<file path="src/sv/dpcm_ram.sv">
// dpcm_ram: generic simple dual-port ram, one write and one registered read
// no package dependencies
module dpcm_ram #(
	parameter int WIDTH = 8,
	parameter int DEPTH = 16,
	localparam int AW = (DEPTH > 1) ? $clog2(DEPTH) : 1
) (
	input  logic             clk,
	input  logic             we,
	input  logic [AW-1:0]    waddr,
	input  logic [WIDTH-1:0] wdata,
	input  logic [AW-1:0]    raddr,
	output logic [WIDTH-1:0] rdata
);

	logic [WIDTH-1:0] mem [DEPTH];

	always_ff @(posedge clk) begin
		if (we) begin
			mem[waddr] <= wdata;
		end
		rdata <= mem[raddr];
	end

endmodule

</file>
<file path="config.mk">
export PLATFORM = sky130hd
export DESIGN_NAME = dpcm_ram
export DESIGN_NICKNAME = d
export VERILOG_FILES = /design/src/sv/dpcm_ram.sv
export SDC_FILE = /design/constraint.sdc
export NUM_CORES = 1
export LEC_CHECK = 0
export BUFFER_PORTS_ARGS = -buffer_cell sky130_fd_sc_hd__buf_2
export CAP_MARGIN = 15
export CORE_MARGIN = 5
export CORE_UTILIZATION = 45
export DETAILED_ROUTE_END_ITERATION = 6
export REMOVE_ABC_BUFFERS = 1
export SKIP_CTS_REPAIR_TIMING = 1
export SLEW_MARGIN = 10
export SYNTH_ARGS = -nofsm -noshare
export SYNTH_HDL_FRONTEND = slang
export SYNTH_SLANG_ARGS = --single-unit
</file>
<file path="constraint.sdc">
create_clock -name clk -period 5.1 [get_ports clk]
set_clock_uncertainty 0.2 [all_clocks]
set_input_delay 0 -clock clk [delete_from_list [all_inputs] [get_ports clk]]
set_output_delay 0 -clock clk [all_outputs]
set_load 0.02 [all_outputs]
</file>
---- Word level (Yosys, flattened, before mapping) ----
Memory sizes are Yosys's and may differ from the RTL's. A register that Yosys moved wholly into a read port is not among the register bits.
Cells that the tools add are included.
cells by class
  multiplexer cells ....................... 2
  equality and inequality tests ........... 0
  shift-type cells ........................ 0
  magnitude comparators ................... 0
  bitwise gates (word level) .............. 0
  reductions and logical operators ........ 0
  div/mod/pow operators ................... 0
  $mul .................................... 0
  add/subtract/negate cells ............... 0
operators with widths
  cell              count
  2-to-1 mux 1 bit  2
word-level totals
  word-level logic and storage cells ...... 3
  input port bits ......................... 18
  flip-flop bits (word level) ............. 0
  memory bits (read-only) ................. 0
  memories ................................ 1
  latch bits .............................. 0
  output and inout port bits .............. 8
  bits in writable memories ............... 128
memories
  memory  words  bits a word  rd ports  clocked after Yosys merged registers in  write ports  RTL line  text
  mem     16     8            1         1                                        1            16        logic [WIDTH-1:0] mem [DEPTH];

---- Depth between registers and ports, before layout ----
Gate-level depths: netlist of run 1.
  word-level depth ........................ 2
  gate-level depth with buffers ........... 5
  gate-level depth less buffers ........... 3

---- Worst setup path after synthesis of run 1 ----
Ideal clock, no wire load.
  path type ............................... input-to-reg
  start ................................... input port waddr[2]
  end ..................................... memory mem[0][0] (enable)
  arrival time ............................ 1.110 ns
  stages .................................. 2
  buffers on the path ..................... 0
  library setup time ...................... 0.383 ns
  required time ........................... 4.517 ns
  slack ................................... 3.407 ns
  cells stage by stage .................... or3b_2 -> nor3_1
RTL lines
  item             RTL line  text
  start, declared  10        input logic [AW-1:0] waddr,
  end, declared    16
Straight into the memory's write port.

---- Worst setup path in the final report of run 1 ----
  start ................................... input port waddr[1]
  end ..................................... memory mem[0][5] (enable)
Straight into the memory's write port.

==> results of run 1 <==
## cells by family after synthesis
family          after synthesis  synth area share, %
flops                       136                 77.8
simple gates                 35                 3.18
compound gates               16                 2.33
buf+inv                      10                 1.68
mux                          32                 15.0
## metrics by stage
stage               cells  worst slack [ns]  instance area, um2  total power, uW
floorplan             219              3.41                5060             1340
global placement      390              3.07                5390             1400
detailed placement    390              2.90                5390             1400
CTS                   421              3.29                5990             2610
global route          435              3.17                6140             2690
finish                435              3.26                6140             2600
## area by class of cell
class,instances,area (um2)
Fill cell,876,5180
Multi-Input combinational cell,83,1070
Tap cell,143,179
Timing Repair Buffer,42,288
Sequential cell,136,4000
Clock buffer,17,425
Clock inverter,14,174
## critical path: stages
cell,delay [ns]
dlygate4sd3_1,0.53
buf_2,0.16
nor3_2,0.16
dlygate4sd3_1,0.83
## sequential cells by signal, summed over array words and instances, names as in the netlist
register and count:
mem 128, rdata 8
## power by group through the flow
| stage | Sequential (uW) | Combinational (uW) | Clock (uW) |
|---|---|---|---|
| global placement | 1280 | 116 | 0 |
| finish | 1260 | 124 | 1220 |
| floorplan | 1290 | 50.1 | 0 |
| CTS | 1260 | 119 | 1240 |
| detailed placement | 1280 | 119 | 0 |
| global route | 1260 | 135 | 1290 |
## final timing paths
| check | from | end | slack, ns | cells after the start |
|---|---|---|---|---|
| max | waddr[1] | mem[0][5] | 3.26 | 4 |
| min | waddr[2] | mem[4][0] | 0.02 | 3 |
| max reg2reg | mem[0][6] | rdata[6] | 3.54 | 3 |
| min reg2reg | mem[7][5] | rdata[5] | 0.48 | 3 |
## routing by layer
layer | GRT usage [%] | up-vias | routed length (um)
li1 | - | 1083 | -
met1 | 22.3 | 1220 | 4250
met2 | 21.8 | 69 | 4550
met3 | 5.35 | 4 | 622
met4 | 4.74 | 0 | 68
met5 | 0 | - | 0
## cells in the final DEF (no fill, tap or decap)
cell	count
clkinv_2	1
dlygate4sd3_1	14
inv_6	3
nand3_1	1
or3b_2	1
nor2b_1	1
nand2b_1	2
dfxtp_1	8
nand3b_1	2
buf_4	3
mux4_1	14
clkinvlp_4	3
nand2_1	9
and2_1	1
edfxtp_1	128
nor3_1	2
nor2_1	13
a22oi_1	16
clkinv_4	3
and2b_1	1
nor3_2	2
bufinv_16	3
clkbuf_16	17
buf_2	25
clkinv_1	1
mux4_2	18
==> metrics.md, run 1 <==
| Metric | Value |
|---|---|
| Count leader, synth | `edfxtp_1` |
| Initial antenna violation count | `0` |
| Cell area after synthesis | `5150 um2` |
| Required @ worst endpoint | `4.95 ns` |
| Final ANT Viol Nets | `0` |
| Post-layout util | `54.2%` |
| Post-synthesis sequential element count | `136` |
| Die W | `117 um` |
| Placer congestion estimate | `0.716` |
| Leak pwr | `0.00206 uW` |
| Share of layout cells above drive strength 1 | `27.1%` |
| Status | `complete, no violations` |
| HP Class | `in2reg` |
| Slew headroom | `35.5%` |
| Gr usage total | `15.2%` |
| Net Switching | `527 uW` |
| Port bufs | `25` |
| CP Capture Type | `register` |
| CTS Buf Count | `17` |
| Fin nets | `298` |
| IO Pins | `26` |
| CP Launch Type | `input port` |
| Ranking of synthesized cells by area | `edfxtp_1 75%, mux4_2 7.9%, mux4_1 7.1%` |
| FP Rows | `39` |
| Fraction of power consumed by sequential logic | `48.4%` |
| N_diodes | `0` |
| Fin Hold WS | `0.0187 ns` |
| Commonest cells post-synth | `128 x edfxtp_1, 18 x mux4_2, 16 x a22oi_1` |
| Detailed-route via count | `2,376` |
| Final setup viols | `0` |
| DR vias/cell | `5.46` |
| Fin crit share | `36.0%` |
| DR WL/cell | `21.8 um` |
| Top cell type by total area after synthesis | `edfxtp_1` |
| Fin. max-slew vios | `0` |
| Worst Tran Pin Value | `0.964 ns` |
| Largest net degree at the start of global routing | `33` |
| Clk sink count | `136` |
| Post-synth EDFFs | `128` |
| Starting density of the core | `45.5%` |
| CP Max Fanout | `8` |
| First-pass GRT wire length | `14,400 um` |
| Clock Tree Buf Depth | `2` |
| Synth cell types | `19` |
| Pwr dens | `423 nW/um2` |
| Maximum vdd drop | `0.000234 V` |
| Synthesized area per cell | `22.5 um2` |
| Pint | `2070 uW` |
| F_max | `544 MHz` |
| Share of the synthesized area in the top cell type | `74.7%` |
| Full die area | `13,700 um2` |
| TritonCTS clock tree | `done` |
| Final hold violations | `0` |
| RSZ-0062 raised after global routing | `false` |
| Synth Instances | `229` |
| Sequential area share after synthesis | `77.8%` |
| MaxCap Viol Count | `0` |
| WS Path Type | `in2reg` |
| Drt first pass iters | `5` |
| Clk_lat worst skew | `0.40 ns` |
| Area of the core | `11,300 um2` |
| DP HPWL | `5700 um` |
| Initial DRC count | `208` |
| Sum Neg Setup Slack | `0 ns` |
| Total grt overflow | `0` |
| Comb power frac | `4.8%` |
| Chip height | `117 um` |
| P&R area growth vs syn | `19.2%` |
| Final Critical Period | `1.84 ns` |
| Clock share of power | `46.8%` |
| Top FF cell, synth | `edfxtp_1` |
| Clock transition at the registers of the reported paths | `0.06 ns` |
| Clock Tree Root | `clkbuf_16` |
| Final wirelength | `9490 um` |
| # DRC | `0` |
| Syn. warnings | `0` |
| Max H-tree Level | `4` |
| WP data arrival | `1.69 ns` |
| Vias in the first global route | `2,408` |
| Async S/R FF share, synth | `0%` |
| Sw frac | `20.3%` |
(Power assumes the default switching activity.)
==> run 2, diff against run 1 <==
==> constraint.sdc (replaced) <==
create_clock -name clk -period 1.5 [get_ports clk]
set_clock_uncertainty 0.2 [all_clocks]
set_input_delay 0 -clock clk [delete_from_list [all_inputs] [get_ports clk]]
set_output_delay 0 -clock clk [all_outputs]
set_load 0.02 [all_outputs]
==> metrics.md, run 2 (same netlist as run 1, synthesis figures left out) <==
| Metric | Value |
|---|---|
| Status | `finished with violations` |
| Failing checks | `negative hold slack` |
| Placer congestion estimate | `0.750 (+4.9%)` |
| CP Max Fanout | `1 (-7)` |
| Clock transition at the registers of the reported paths | `0.06 ns (about the same)` |
| Sw frac | `20.6% (+0.37 points)` |
| Final wirelength | `9480 um (-0.14%)` |
| Clock share of power | `48.3% (+1.5 points)` |
| Final hold violations | `2 (+2)` |
| Slowest cell on crit path | `mux4_1` |
| Sum Neg Setup Slack | `0 ns (unchanged)` |
| Final Critical Period | `1.45 ns` |
| Net Switching | `1890 uW (+260%)` |
| DP HPWL | `6100 um (+7.1%)` |
| WS Path Type | `reg2reg` |
| Drt first pass iters | `4 (-1)` |
| Fin nets | `317 (+6.4%)` |
| Post-layout util | `56.1% (+1.8 points)` |
| Clock Tree Root | `clkbuf_16` |
| Initial antenna violation count | `0 (unchanged)` |
| Most frequent cells in the layout | `128 x edfxtp_1, 25 x mux4_2, 25 x buf_2` |
| Max H-tree Level | `4 (unchanged)` |
| Area of the core | `11,300 um2 (unchanged)` |
| Total grt overflow | `0 (unchanged)` |
| TritonCTS clock tree | `done` |
| Fin. max-slew vios | `0 (unchanged)` |
| Slew headroom | `40.2% (+4.7 points)` |
| Fin crit share | `96.5%` |
| Final ANT Viol Nets | `0 (unchanged)` |
| Port bufs | `25 (unchanged)` |
| DR vias/cell | `5.40 (-1.2%)` |
| Pwr dens | `1450 nW/um2 (+240%)` |
| Post-route cell area | `6350 um2 (+3.4%)` |
| N_diodes | `0 (unchanged)` |
| Final Non-Filler Cells | `455 (+4.6%)` |
| R2R Setup Slk | `0.05 ns (-3.49 ns)` |
| Final setup viols | `0 (unchanged)` |
| Clock Tree Buf Depth | `2 (unchanged)` |
| Comb power frac | `5.1% (+0.3 points)` |
| # DRC | `0 (unchanged)` |
| Vias in the first global route | `2,522 (+4.7%)` |
| Required @ worst endpoint | `1.59 ns (-3.36 ns)` |
| RSZ-0062 raised after global routing | `true` |
| Leak pwr | `0.00216 uW (+4.8%)` |
| Fraction of power consumed by sequential logic | `46.6% (-1.8 points)` |
| Share of layout cells above drive strength 1 | `36.5% (+9.5 points)` |
| Initial DRC count | `153 (-26%)` |
| MaxCap Viol Count | `0 (unchanged)` |
| Full die area | `13,700 um2 (unchanged)` |
| Fin Hold WS | `-0.00103 ns (-0.0197 ns)` |
| HP Class | `in2reg` |
| WP buf/inv | `0 (-3)` |
| F_max | `691 MHz` |
| Die W | `117 um (unchanged)` |
| Detailed-route via count | `2,456 (+3.4%)` |
| Largest net degree at the start of global routing | `23 (-30%)` |
| Post-DP Area | `5590 um2 (+3.7%)` |
| Pint | `7280 uW (+250%)` |
| Pre-CTS setup slack | `-0.188 ns (-3.09 ns)` |
| Worst Tran Pin Value | `0.895 ns (-0.0689 ns)` |
| Clk sink count | `136 (unchanged)` |
| CTS Buf Count | `17 (unchanged)` |
| IO Pins | `26 (unchanged)` |
| CP Capture Type | `register` |
| Setup WS post-layout | `0.0529 ns (-3.21 ns)` |
| First-pass GRT wire length | `14,400 um (+0.29%)` |
| Critical path's largest stage delay | `0.49 ns (-0.34 ns)` |
| CP Launch Type | `register` |
| Gr usage total | `15.2% (-0.064 points)` |
| Max reg flops | `128 (unchanged)` |
| DR WL/cell | `20.8 um (-4.5%)` |
| Starting density of the core | `45.5% (unchanged)` |
| Most flop-heavy register | `mem` |
| Commonest non-fill, non-tap cell in the layout | `edfxtp_1` |
| Clk_lat worst skew | `0.41 ns (about the same)` |
| WP data arrival | `1.54 ns (-0.15 ns)` |
| Crit-path leading delay family | `multiplexers` |
| P&R area growth vs syn | `23.3%` |
| Critical path, cell by cell | `mux4_1 -> a22oi_1 -> nand2_1` |
| Chip height | `117 um (unchanged)` |
| Dpl cells | `412 (+5.6%)` |
| Maximum vdd drop | `0.000734 V (+210%)` |
| FP Rows | `39 (unchanged)` |
| Largest regs | `mem (128), rdata (8)` |
-- run 2: cell count changes in the layout (fill, tap and decap cells not counted), sizes merged --
cell and delta:
buf +22, bufinv +1, clkinv -4, clkinvlp +1
dlygate4sd3 -3, inv +3
-- run 2: worst paths after layout --
kind / endpoint / startpoint / depth (start not counted)
setup / recovery: rdata[1] / mem[0][1] / 3
hold / removal: rdata[4] / raddr[2] / 5
setup reg to reg: rdata[1] / mem[0][1] / 3
hold reg to reg: rdata[2] / mem[13][2] / 3
-- run 2: worst register-to-register path, stage by stage, from the launching register on --
cell and delay, ns:
edfxtp_1 0.37, mux4_1 0.49, a22oi_1 0.20, nand2_1 0.08
-- run 2: area by class of cell --
cell class | count | area, um2
Clock buffer | 17 | 425
Clock inverter | 15 | 216
Fill cell | 842 | 4970
Multi-Input combinational cell | 83 | 1060
Sequential cell | 136 | 4000
Tap cell | 143 | 179
Timing Repair Buffer | 61 | 460
-- run 2: layer usage --
| metal | global-route usage, % | share of wire, % | vias up |
|---|---|---|---|
| met2 | 23.6 | 48 | 75 |
| met5 | 0 | 0 | - |
| met4 | 4.82 | 0.95 | 0 |
| met1 | 20.4 | 45 | 1255 |
| li1 | - | - | 1113 |
| met3 | 5.14 | 6.2 | 13 |
-- run 2: power groups by stage --
stage	Combinational, uW	Sequential [uW]	Clock [uW]
after floorplan	170	4380	0
after global placement	433	4350	0
after detailed placement	438	4350	0
after CTS	441	4270	4520
after global routing	509	4280	4700
final	466	4270	4440
-- run 2: per-stage QoR --
| stage | power (uW) | hold slack [ns] |
|---|---|---|
| 2_1_floorplan | 4550 | -0.101 |
| 3_3_place_gp | 4790 | 0.190 |
| 3_5_place_dp | 4790 | 0.196 |
| 4_1_cts | 9230 | -0.242 |
| 5_1_grt | 9490 | 0.00980 |
| 6_report | 9180 | -0.00103 |
